`src/msp_pkg.sv`:
```
package msp_pkg;

    localparam logic [7:0] DELIM = 8'h1F;
    localparam logic [7:0] TERM  = 8'h1E;

    localparam logic [7:0] ASCII_MAX  = 8'h7F;
    localparam logic [7:0] CONT_MAX   = 8'hBF;
    localparam logic [7:0] LEAD2_MAX  = 8'hDF;
    localparam logic [7:0] LEAD3_MAX  = 8'hEF;
    localparam logic [7:0] CONT_MASK  = 8'hC0;
    localparam logic [7:0] CONT_MARK  = 8'h80;
    localparam logic [7:0] LOW6_MASK  = 8'h3F;
    localparam logic [7:0] LOW5_MASK  = 8'h1F;
    localparam logic [7:0] LOW4_MASK  = 8'h0F;
    localparam logic [7:0] LOW3_MASK  = 8'h07;

    localparam int MAX_RESULTS = 3;
    localparam int QUEUE_DEPTH = 4;
    localparam int QUEUE_AW    = $clog2(QUEUE_DEPTH);
    localparam int QUEUE_CW    = $clog2(QUEUE_DEPTH + 1);
    localparam int RES_NW      = $clog2(MAX_RESULTS + 1);

    typedef enum logic [1:0] {
        KIND_IND  = 2'd0,
        KIND_SUB  = 2'd1,
        KIND_DATA = 2'd2,
        KIND_END  = 2'd3
    } t_kind;

    typedef enum logic [1:0] {
        PH_OUTSIDE = 2'd0,
        PH_CODE    = 2'd1,
        PH_DATA    = 2'd2
    } t_phase;

    typedef struct packed {
        t_phase      phase;
        logic [1:0]  pos;
        logic [7:0]  first_ind;
        logic [31:0] code_point;
        logic        pending;
        logic        muted;
    } t_state;

    typedef struct packed {
        t_kind      kind;
        logic [7:0] value;
        logic [7:0] second;
        logic [9:0] tag;
        logic       last;
    } t_result;

    typedef t_result [MAX_RESULTS-1:0] t_result_set;

endpackage

```
`src/msp_step.sv`:
```
module msp_step (
    input  msp_pkg::t_state                i_state,
    input  logic [7:0]                     i_data_byte,
    input  logic [9:0]                     i_field_tag,
    input  logic                           i_last_byte,
    input  logic                           i_utf8_mode,
    output msp_pkg::t_state                o_state,
    output msp_pkg::t_result_set           o_results,
    output logic [msp_pkg::RES_NW-1:0]     o_count
);

    logic is_delim;
    logic is_term;
    logic is_cont;
    logic data_flush;
    logic data_pass;
    logic data_decode;
    logic [31:0] decoded;

    assign is_delim = (i_data_byte == msp_pkg::DELIM);
    assign is_term  = (i_data_byte == msp_pkg::TERM);
    assign is_cont  = ((i_data_byte & msp_pkg::CONT_MASK) == msp_pkg::CONT_MARK);

    // Within a subfield: which actions this byte triggers.
    always_comb begin
        data_flush  = 1'b0;
        data_pass   = 1'b0;
        data_decode = 1'b0;
        if (is_delim || is_term) begin
            data_flush = 1'b1;
        end else if (!i_state.muted) begin
            if (!i_utf8_mode) begin
                data_flush = 1'b1;
                data_pass  = 1'b1;
            end else if (i_data_byte == 8'd0) begin
                data_flush = 1'b1;
            end else begin
                data_flush  = !is_cont;
                data_decode = 1'b1;
            end
        end
    end

    always_comb begin
        if (i_data_byte <= msp_pkg::ASCII_MAX) begin
            decoded = {24'd0, i_data_byte};
        end else if (i_data_byte <= msp_pkg::CONT_MAX) begin
            decoded = {i_state.code_point[25:0], i_data_byte[5:0] & msp_pkg::LOW6_MASK[5:0]};
        end else if (i_data_byte <= msp_pkg::LEAD2_MAX) begin
            decoded = {24'd0, i_data_byte & msp_pkg::LOW5_MASK};
        end else if (i_data_byte <= msp_pkg::LEAD3_MAX) begin
            decoded = {24'd0, i_data_byte & msp_pkg::LOW4_MASK};
        end else begin
            decoded = {24'd0, i_data_byte & msp_pkg::LOW3_MASK};
        end
    end

    always_comb begin
        msp_pkg::t_state s;
        logic [msp_pkg::RES_NW-1:0] n;
        s         = i_state;
        n         = '0;
        o_results = '0;

        if (i_state.pos == 2'd0) begin
            s.first_ind = i_data_byte;
            s.pos       = 2'd1;
        end else if (i_state.pos == 2'd1) begin
            o_results[n].kind   = msp_pkg::KIND_IND;
            o_results[n].value  = i_state.first_ind;
            o_results[n].second = i_data_byte;
            o_results[n].tag    = i_field_tag;
            n     = n + 1'b1;
            s.pos = 2'd2;
        end else begin
            unique case (i_state.phase)
                msp_pkg::PH_OUTSIDE: begin
                    if (is_delim) begin
                        s.phase = msp_pkg::PH_CODE;
                    end
                end
                msp_pkg::PH_CODE: begin
                    if (is_term) begin
                        s.phase = msp_pkg::PH_OUTSIDE;
                    end else begin
                        o_results[n].kind  = msp_pkg::KIND_SUB;
                        o_results[n].value = i_data_byte;
                        n            = n + 1'b1;
                        s.phase      = msp_pkg::PH_DATA;
                        s.code_point = '0;
                        s.pending    = 1'b0;
                        s.muted      = 1'b0;
                    end
                end
                msp_pkg::PH_DATA: begin
                    if (data_flush && s.pending) begin
                        s.pending = 1'b0;
                        if (s.code_point[31:8] == 24'd0) begin
                            o_results[n].kind  = msp_pkg::KIND_DATA;
                            o_results[n].value = s.code_point[7:0];
                            n = n + 1'b1;
                        end
                    end
                    if (is_delim || is_term) begin
                        s.phase = is_delim ? msp_pkg::PH_CODE : msp_pkg::PH_OUTSIDE;
                        s.muted = 1'b0;
                    end else if (data_pass) begin
                        o_results[n].kind  = msp_pkg::KIND_DATA;
                        o_results[n].value = i_data_byte;
                        n = n + 1'b1;
                    end else if (data_decode) begin
                        s.code_point = decoded;
                        s.pending    = 1'b1;
                    end else if (!i_state.muted && i_utf8_mode) begin
                        // zero byte: mute the rest of the subfield
                        s.muted = 1'b1;
                    end
                end
                default: begin
                    s.phase = msp_pkg::PH_OUTSIDE;
                end
            endcase
        end

        if (i_last_byte) begin
            if (s.pending && (s.code_point[31:8] == 24'd0)) begin
                o_results[n].kind  = msp_pkg::KIND_DATA;
                o_results[n].value = s.code_point[7:0];
                n = n + 1'b1;
            end
            o_results[n].kind = msp_pkg::KIND_END;
            o_results[n].last = 1'b1;
            n = n + 1'b1;
            s = '0;
        end

        o_state = s;
        o_count = n;
    end

endmodule

```
`src/msp_queue.sv`:
```
module msp_queue (
    input  logic                           i_clk,
    input  logic                           i_rst_n,
    input  logic [msp_pkg::RES_NW-1:0]     i_push_n,
    input  msp_pkg::t_result_set           i_push_data,
    input  logic                           i_ready,
    output logic                           o_valid,
    output msp_pkg::t_result               o_data,
    output logic                           o_space_ok
);

    localparam int AW = msp_pkg::QUEUE_AW;
    localparam int CW = msp_pkg::QUEUE_CW;

    msp_pkg::t_result r_mem [msp_pkg::QUEUE_DEPTH];
    logic [AW-1:0] r_wptr;
    logic [AW-1:0] r_rptr;
    logic [CW-1:0] r_count;
    logic          pop;

    function automatic logic RES_LT(input int k, input logic [msp_pkg::RES_NW-1:0] n);
        RES_LT = (msp_pkg::RES_NW'(k) < n);
    endfunction

    assign o_valid = (r_count != '0);
    assign pop     = o_valid && i_ready;
    assign o_data  = r_mem[r_rptr];

    // room for a full set of results after this cycle's transfer
    assign o_space_ok = ((CW+1)'(r_count) + (CW+1)'(msp_pkg::MAX_RESULTS))
                        <= ((CW+1)'(msp_pkg::QUEUE_DEPTH) + (CW+1)'(pop));

    always_ff @(posedge i_clk) begin
        for (int k = 0; k < msp_pkg::MAX_RESULTS; k++) begin
            if (RES_LT(k, i_push_n)) begin
                r_mem[r_wptr + AW'(k)] <= i_push_data[k];
            end
        end
    end

    always_ff @(posedge i_clk) begin
        if (!i_rst_n) begin
            r_wptr  <= '0;
            r_rptr  <= '0;
            r_count <= '0;
        end else begin
            r_wptr  <= r_wptr + AW'(i_push_n);
            r_rptr  <= r_rptr + AW'(pop);
            r_count <= r_count + CW'(i_push_n) - CW'(pop);
        end
    end

endmodule

```
`src/marc_subfield_parser_top.sv`:
```
// Subfield parser for one bibliographic data field, one byte per transfer.
// Bytes pass through an input register, byte-compare and UTF-8 decode
// logic, and a four-entry result queue that drives the output port.
// A byte is taken every cycle as long as the consumer takes one result per
// cycle; a byte that produces two or three results (indicators, flushed code
// point, data character, field end) queues them for the single output port,
// and input stalls while the queue lacks room for a full set of results.
// A byte's first result is offered once it has passed the input register
// and been written to the queue. The user must write the utf8_mode register
// via i_cfg_we/i_cfg_data only between fields; the block does not enforce it.
module marc_subfield_parser_top (
    input  logic       i_clk,
    input  logic       i_rst_n,
    input  logic       i_cfg_we,
    input  logic       i_cfg_data,
    input  logic       i_valid,
    output logic       o_ready,
    input  logic [7:0] i_data_byte,
    input  logic [9:0] i_field_tag,
    input  logic       i_last_byte,
    output logic       o_valid,
    input  logic       i_ready,
    output logic [1:0] o_kind,
    output logic [7:0] o_value,
    output logic [7:0] o_second_indicator,
    output logic [9:0] o_tag_out,
    output logic       o_last
);

    logic       r_utf8_mode;
    logic       r_in_valid;
    logic [7:0] r_byte;
    logic [9:0] r_tag;
    logic       r_last;

    msp_pkg::t_state                r_state;
    msp_pkg::t_state                n_state;
    msp_pkg::t_result_set           step_res;
    logic [msp_pkg::RES_NW-1:0]     step_n;
    logic [msp_pkg::RES_NW-1:0]     push_n;
    logic                           space_ok;
    logic                           advance;
    msp_pkg::t_result               head;

    assign advance = r_in_valid && space_ok;
    assign o_ready = !r_in_valid || advance;
    assign push_n  = advance ? step_n : '0;

    always_ff @(posedge i_clk) begin
        if (!i_rst_n) begin
            r_utf8_mode <= 1'b0;
            r_in_valid  <= 1'b0;
            r_state     <= '0;
        end else begin
            if (i_cfg_we) begin
                r_utf8_mode <= i_cfg_data;
            end
            if (o_ready) begin
                r_in_valid <= i_valid;
            end
            if (advance) begin
                r_state <= n_state;
            end
        end
    end

    always_ff @(posedge i_clk) begin
        if (i_valid && o_ready) begin
            r_byte <= i_data_byte;
            r_tag  <= i_field_tag;
            r_last <= i_last_byte;
        end
    end

    msp_step u_step (
        .i_state     (r_state),
        .i_data_byte (r_byte),
        .i_field_tag (r_tag),
        .i_last_byte (r_last),
        .i_utf8_mode (r_utf8_mode),
        .o_state     (n_state),
        .o_results   (step_res),
        .o_count     (step_n)
    );

    msp_queue u_queue (
        .i_clk       (i_clk),
        .i_rst_n     (i_rst_n),
        .i_push_n    (push_n),
        .i_push_data (step_res),
        .i_ready     (i_ready),
        .o_valid     (o_valid),
        .o_data      (head),
        .o_space_ok  (space_ok)
    );

    assign o_kind             = head.kind;
    assign o_value            = head.value;
    assign o_second_indicator = head.second;
    assign o_tag_out          = head.tag;
    assign o_last             = head.last;

    a_last_is_end: assert property (@(posedge i_clk) disable iff (!i_rst_n)
        o_valid && o_last |-> o_kind == msp_pkg::KIND_END)
        else $error("last flag on a result that is not field end");

    a_field_end_clears: assert property (@(posedge i_clk) disable iff (!i_rst_n)
        advance && r_last |=> r_state.pos == 2'd0 && r_state.phase == msp_pkg::PH_OUTSIDE)
        else $error("state not cleared after final byte");

    a_second_ind: assert property (@(posedge i_clk) disable iff (!i_rst_n)
        advance && r_state.pos == 2'd1
        |-> step_n != '0 && step_res[0].kind == msp_pkg::KIND_IND)
        else $error("second byte did not report indicators");

endmodule

```
`config.mk`:
```
export PLATFORM = sky130hd
export DESIGN_NAME = marc_subfield_parser_top
export DESIGN_NICKNAME = d
export VERILOG_FILES = /design/src/msp_pkg.sv /design/src/msp_step.sv /design/src/msp_queue.sv /design/src/marc_subfield_parser_top.sv
export SDC_FILE = /design/constraint.sdc
export NUM_CORES = 1
export LEC_CHECK = 0
export BUFFER_PORTS_ARGS = -buffer_cell sky130_fd_sc_hd__buf_2
export CAP_MARGIN = 25
export CORE_MARGIN = 1
export CORE_UTILIZATION = 31
export DETAILED_ROUTE_END_ITERATION = 8
export PLACE_DENSITY_LB_ADDON = 0.25
export SYNTH_ARGS = -nofsm -noshare
export SYNTH_HDL_FRONTEND = slang
export SYNTH_SLANG_ARGS = --single-unit
```
`constraint.sdc`:
```
create_clock -name i_clk -period 15.1 [get_ports i_clk]
set_clock_uncertainty 0.15 [all_clocks]
set_input_delay 3.02 -clock i_clk [delete_from_list [all_inputs] [get_ports i_clk]]
set_output_delay 3.02 -clock i_clk [all_outputs]
set_load 0.05 [all_outputs]
```
==> run metrics, run 1 <==
outcome completed; largest net degree at the start of global routing 52; fraction of layout cells with a size suffix above 1 0.202; antenna-violating nets left 0; clock input transition at the sequential cells of the worst setup and hold paths 0.07 ns; nature of the critical path endpoint primary output; largest fanout on the critical path 4; adder-cell share of the synthesized area 0.0258; EDFF count, synth 135; final number of hold-violating endpoints 0; die span in x 182 um; number of fill cells 3084; count of input and output buffers 55; category of the critical setup timing path in -> out; CP Depth 7; Synth Net Count 934; total number of nets in the final design 965; Num CTS Buffers 17; Remaining Overflow, GRT 0; distinct cell type count after synthesis 78; tightest slew margin relative to the limit 0.365; iteration count of the initial detailed-routing pass 6; DRC violations left 0; worst reg2reg path depth 19; area fraction in and, or, nand and nor cells after synthesis 0.148; path class of the lowest-slack min-delay path reg -> reg; ys flop type edfxtp_1; share of the synthesized netlist area taken by xor and xnor gates 0.00864; final weighted congestion of routability-driven global placement 0.933; share of the clock period used by the worst path after layout 0.504; commonest cells after routing, fill and taps aside nor2_1, edfxtp_1, nand2_1, buf_2, dfxtp_1; DR vias/cell 5.38; largest vdd supply drop 0.0000696 V; total power of the final layout 1580 uW; most common cell after layout, fill and taps aside nor2_1; sum of buffers and inverters on the critical path 2; DR WL/cell 20.6 um; RSZ-0062 raised after global routing no; H-tree Lvls 4; maximum count of clock buffers along a single path 2; first-pass GRT wire length 43.0 mm; Layout Area Growth over Synthesis 13.2%; highest-delay cell along the critical path a21oi_1; clock insertion delay at the later pin of the skew report 0.44 ns; total wire length after detailed routing 27.5 mm; portion of netlist area occupied by mux cells 0.144; die height 182 um; number of flip-flops and latches in the synthesized netlist 190; actual slew at the worst max-slew pin 0.944 ns; buffer type at the clock tree root clkbuf_16; CP Data Arrival Time 4.44 ns; proportion of register bits with asynchronous set or reset after synthesis 0; peak per-stage delay on the critical path 0.33 ns; count of instances resized after the clock tree is built 0; Post-Route Setup TNS 0 ns; core area 0.0316 mm2; cell breakdown of the critical path buf_2 -> and2_1 -> ha_1 -> nand2b_1 -> a21oi_1 -> o21ai_0 -> buf_2; CP required 11.93 ns; placed wire-length estimate 18.8 mm; Hold-fix buffers, CTS 0; Fmax 0.131 GHz; number of pins exceeding their max-slew limit in the final report 0; clock tree from TritonCTS built; initial core utilization 0.316; main combinational cell family by area after synthesis simple AND/OR/NAND/NOR gates; number of I/O pins 56; final setup violation count 0; Warnings, synthesis 0; mapped cell area 0.00999 mm2; post-synthesis compound-gate area fraction 0.122; most numerous cell on the critical path buf_2; cell family contributing the most delay on the critical path compound AO/OA/AOI/OAI gates; sequential area share after synthesis 0.516; power density cells 139 mW/mm2; number of max-capacitance violations reported 0; area enclosed by the die boundary 0.0330 mm2; vias in the first global route 7048; TritonCTS Sinks 190; number of cells on the worst hold path 2; setup fix buffers added after clock tree synthesis 0; post-synthesis cell count 889; final critical path time including I/O delays and setup 7.61 ns; number of antenna violations at the first check in global routing 0; Overall Global Routing Usage 0.171; Site Rows 65; antenna diode count 0; initial detailed-routing violation count 716; via count 7188; mean instance size in the synthesized netlist 11.2 um2; category of the worst setup path launch point input pin; Leak Pwr 0.00431 uW
## metal layers
layer / routed length [um] / part of all wire / vias to the layer above / GRT usage
met4: 616 / 0.022 / 0 / 0.0593
met1: 13100 / 0.48 / 3541 / 0.245
met2: 12400 / 0.45 / 219 / 0.263
met3: 1460 / 0.053 / 38 / 0.0275
li1: - / - / 3390 / -
met5: 0 / 0 / - / 0
## stage by stage
stage	hold WS, ns	util	area, um2	worst slack (ns)	cells
floorplan	0.316	-	9990	6.60	889
global placement	0.335	0.336	10600	7.49	1301
detailed placement	0.345	0.338	10700	7.47	1303
CTS	0.365	0.358	11300	7.46	1335
global route	0.394	0.358	11300	7.35	1335
finish	0.364	0.358	11300	7.49	1335
## registers in the layout, summed over array words and instances (netlist names)
name and flops:
r_state 46, r_byte 8, u_queue.r_rptr 2, u_queue.r_count 3
r_utf8_mode 1, u_queue.r_wptr 2, r_tag 10, u_queue.r_mem 116
r_last 1, r_in_valid 1
## final timing paths
kind               startpoint              endpoint  slack (ns)
setup / recovery      i_ready               o_ready        7.49
hold / removal    r_state[31]           r_state[31]        0.36
setup reg to reg    r_byte[6]  u_queue.r_mem[2][27]        7.89
hold reg to reg   r_state[31]           r_state[31]        0.36
## worst register-to-register path, stage by stage (launching register included)
cell	delay, ns
edfxtp_1	0.62
nor3_4	0.37
a2bb2oi_1	0.20
nor4_1	0.56
ha_1	0.34
o21ai_0	0.08
a2bb2oi_1	0.11
o221a_2	0.33
nor2_1	0.38
ha_1	0.31
a21o_1	0.17
ha_1	0.31
nand2b_1	0.16
a2111oi_2	0.31
buf_4	0.24
nand2_1	0.51
a21oi_1	0.55
mux2i_4	0.29
nand2_1	0.70
o221ai_1	0.25
## cell usage after synthesis, types with 16 or more instances
cell	number	area share
nor2_1	138	0.052
dfxtp_1	55	0.11
mux2i_1	50	0.050
a21oi_1	40	0.020
clkbuf_1	38	0.014
edfxtp_1	135	0.41
inv_1	19	0.0071
o21ai_0	20	0.010
nand3_1	18	0.0090
nor3_1	16	0.0080
nand2_1	81	0.030
mux4_2	29	0.065
a22oi_1	43	0.032
ha_1	19	0.024
## logic make-up (layout without fill, tap and decap cells)
logic type	Yosys count	in the layout
AOI/OAI and AO/OA	170	170
xor gates and xnor gates	9	9
adders and majority gates	20	20
buffers and inverters	81	125
DFF	190	190
muxes	101	101
and+or+nand+nor	318	318
## report_power, final
| group | internal, uW | switching (uW) | total [uW] |
|---|---|---|---|
| Sequential | 608 | 28.3 | 637 |
| Combinational | 142 | 316 | 458 |
| Clock | 233 | 248 | 482 |
| Total | 984 | 593 | 1580 |
## final cells by class
class	instances	area (um2)	area share
sequential	190	5160	0.456
clock buffer	17	425	0.0376
timing repair buffer	71	423	0.0374
multi-input combinational	618	4520	0.399
tap	402	503	0.0444
inverter	22	82.6	0.00730
clock inverter	15	206	0.0182
No activity file was read; power rests on OpenSTA's default activity.
==> inputs of run 2 (changes only) <==
Clock period 15.1 ns to 7.64 ns, I/O delays scaled along.
==> run metrics, run 2 (synthesis results as in run 1) <==
outcome completed; total power of the final layout 3100 uW; most common cell after layout, fill and taps aside nor2_1; first-pass GRT wire length 44.7 mm; iteration count of the initial detailed-routing pass 5; buffer type at the clock tree root clkbuf_16; area enclosed by the die boundary 0.0330 mm2; number of antenna violations at the first check in global routing 0; register with the highest flop count u_queue.r_mem; most numerous cell on the critical path ha_1; clock tree from TritonCTS built; DRC violations left 0; number of pins exceeding their max-slew limit in the final report 0; category of the worst setup path launch point register; RSZ-0062 raised after global routing no; cell breakdown of the critical path nor4_1 -> nand2_1 -> nor4_1 -> ha_1 -> o21ai_0 -> a2bb2oi_1 -> o221a_2 -> nor2_1 -> ha_1 -> a21o_1 -> ha_1 -> nand2b_1 -> a2111oi_2 -> buf_4 -> nand3_1 -> nor3_1 -> mux2i_2 -> nand2_1 -> o221ai_1; Layout Area Growth over Synthesis 13.6%; die span in x 182 um; CP required 7.76 ns; vias in the first global route 7179; Hold-fix buffers, CTS 0; path class of the lowest-slack min-delay path reg -> reg; actual slew at the worst max-slew pin 0.932 ns; Fmax 0.149 GHz; final critical path time including I/O delays and setup 6.69 ns; number of I/O pins 56; Leak Pwr 0.00433 uW; peak per-stage delay on the critical path 0.76 ns; antenna diode count 0; commonest cells after routing, fill and taps aside nor2_1, edfxtp_1, nand2_1, buf_2, dfxtp_1; setup fix buffers added after clock tree synthesis 0; placed wire-length estimate 20.3 mm; final weighted congestion of routability-driven global placement 0.941; count of instances resized after the clock tree is built 0; nature of the critical path endpoint register; maximum count of clock buffers along a single path 2; TritonCTS Sinks 190; sum of buffers and inverters on the critical path 1; Post-Route Setup TNS 0 ns; largest fanout on the critical path 19; highest-delay cell along the critical path mux2i_2; worst-case hold slack 0.362 ns; Overall Global Routing Usage 0.181; total wire length after detailed routing 29.1 mm; final number of hold-violating endpoints 0; total number of nets in the final design 970; core area 0.0316 mm2; Num CTS Buffers 17; count of input and output buffers 55; final setup violation count 0; number of max-capacitance violations reported 0; H-tree Lvls 4; share of the clock period used by the worst path after layout 0.876; die height 182 um; initial detailed-routing violation count 773; via count 7254; clock insertion delay at the later pin of the skew report 0.46 ns; CP Data Arrival Time 6.82 ns; fraction of layout cells with a size suffix above 1 0.206; DR WL/cell 21.7 um; Remaining Overflow, GRT 0; largest vdd supply drop 0.000116 V; number of flip-flops under the largest register name 116; antenna-violating nets left 0; cell family contributing the most delay on the critical path simple AND/OR/NAND/NOR gates; DR vias/cell 5.41; category of the critical setup timing path reg -> reg; initial core utilization 0.316; clock input transition at the sequential cells of the worst setup and hold paths 0.08 ns; power density cells 273 mW/mm2; Regs by FF count u_queue.r_mem: 116 flops, r_state: 46 flops, r_tag: 10 flops; Site Rows 65; largest net degree at the start of global routing 48; tightest slew margin relative to the limit 0.367
==> run 2: changes by cell type in the layout (fill, tap and decap cells not counted) <==
cell	delta
inv_8	-2
buf_8	-1
o311ai_4	+1
nor2b_2	+1
o311ai_2	-1
clkinv_8	+5
inv_12	-4
nor2b_4	-1
buf_4	+6
clkinv_4	+1
==> run 2: area by class of cell <==
cell class / count / area [um2]
Fill cell: 3098 / 20300
Tap cell: 402 / 503
Clock inverter: 15 / 209
Multi-Input combinational cell: 618 / 4520
Clock buffer: 17 / 425
Sequential cell: 190 / 5160
Inverter: 22 / 82.6
Timing Repair Buffer: 76 / 453
==> run 2: worst reg2reg max path: stages (launching register included) <==
cell and delay [ns]:
dfxtp_1 0.32, nor4_1 0.58, nand2_1 0.17, nor4_1 0.56
ha_1 0.33, o21ai_0 0.07, a2bb2oi_1 0.11, o221a_2 0.33
nor2_1 0.39, ha_1 0.32, a21o_1 0.18, ha_1 0.28
nand2b_1 0.11, a2111oi_2 0.07, buf_4 0.19, nand3_1 0.38
nor3_1 0.11, mux2i_2 0.76, nand2_1 0.72, o221ai_1 0.40
==> run 2: path summary, 6_finish.rpt <==
| path | startpoint | end | slack (ns) | depth (start not counted) |
|---|---|---|---|---|
| min reg2reg | r_state[30] | r_state[30] | 0.36 | 2 |
| max | r_state[30] | u_queue.r_mem[3][27] | 0.95 | 19 |
| min | r_state[30] | r_state[30] | 0.36 | 2 |
| max reg2reg | r_state[30] | u_queue.r_mem[3][27] | 0.95 | 19 |
==> run 2: report_power, final <==
| group | switching, uW | total (uW) | internal [uW] |
|---|---|---|---|
| combinational | 636 | 918 | 283 |
| clock | 481 | 934 | 453 |
| sequential | 49.9 | 1250 | 1200 |
| total | 1170 | 3100 | 1940 |
==> run 2: stage by stage <==
step | util | setup WS (ns) | cell area [um2] | cells
2_1_floorplan | - | 0.709 | 9990 | 889
3_3_place_gp | 0.338 | 1.02 | 10700 | 1307
3_5_place_dp | 0.339 | 0.953 | 10700 | 1308
4_1_cts | 0.359 | 0.922 | 11400 | 1340
5_1_grt | 0.359 | 0.382 | 11400 | 1340
6_report | 0.359 | 0.948 | 11400 | 1340
==> run 2: routing by layer <==
layer / track usage / routed length (um) / part of all wire / up-vias
met3: 0.0289 / 1240 / 0.043 / 37
met5: 0 / 0 / 0 / -
met4: 0.0498 / 501 / 0.017 / 0
met2: 0.286 / 13700 / 0.47 / 210
li1: - / - / - / 3407
met1: 0.256 / 13700 / 0.47 / 3600
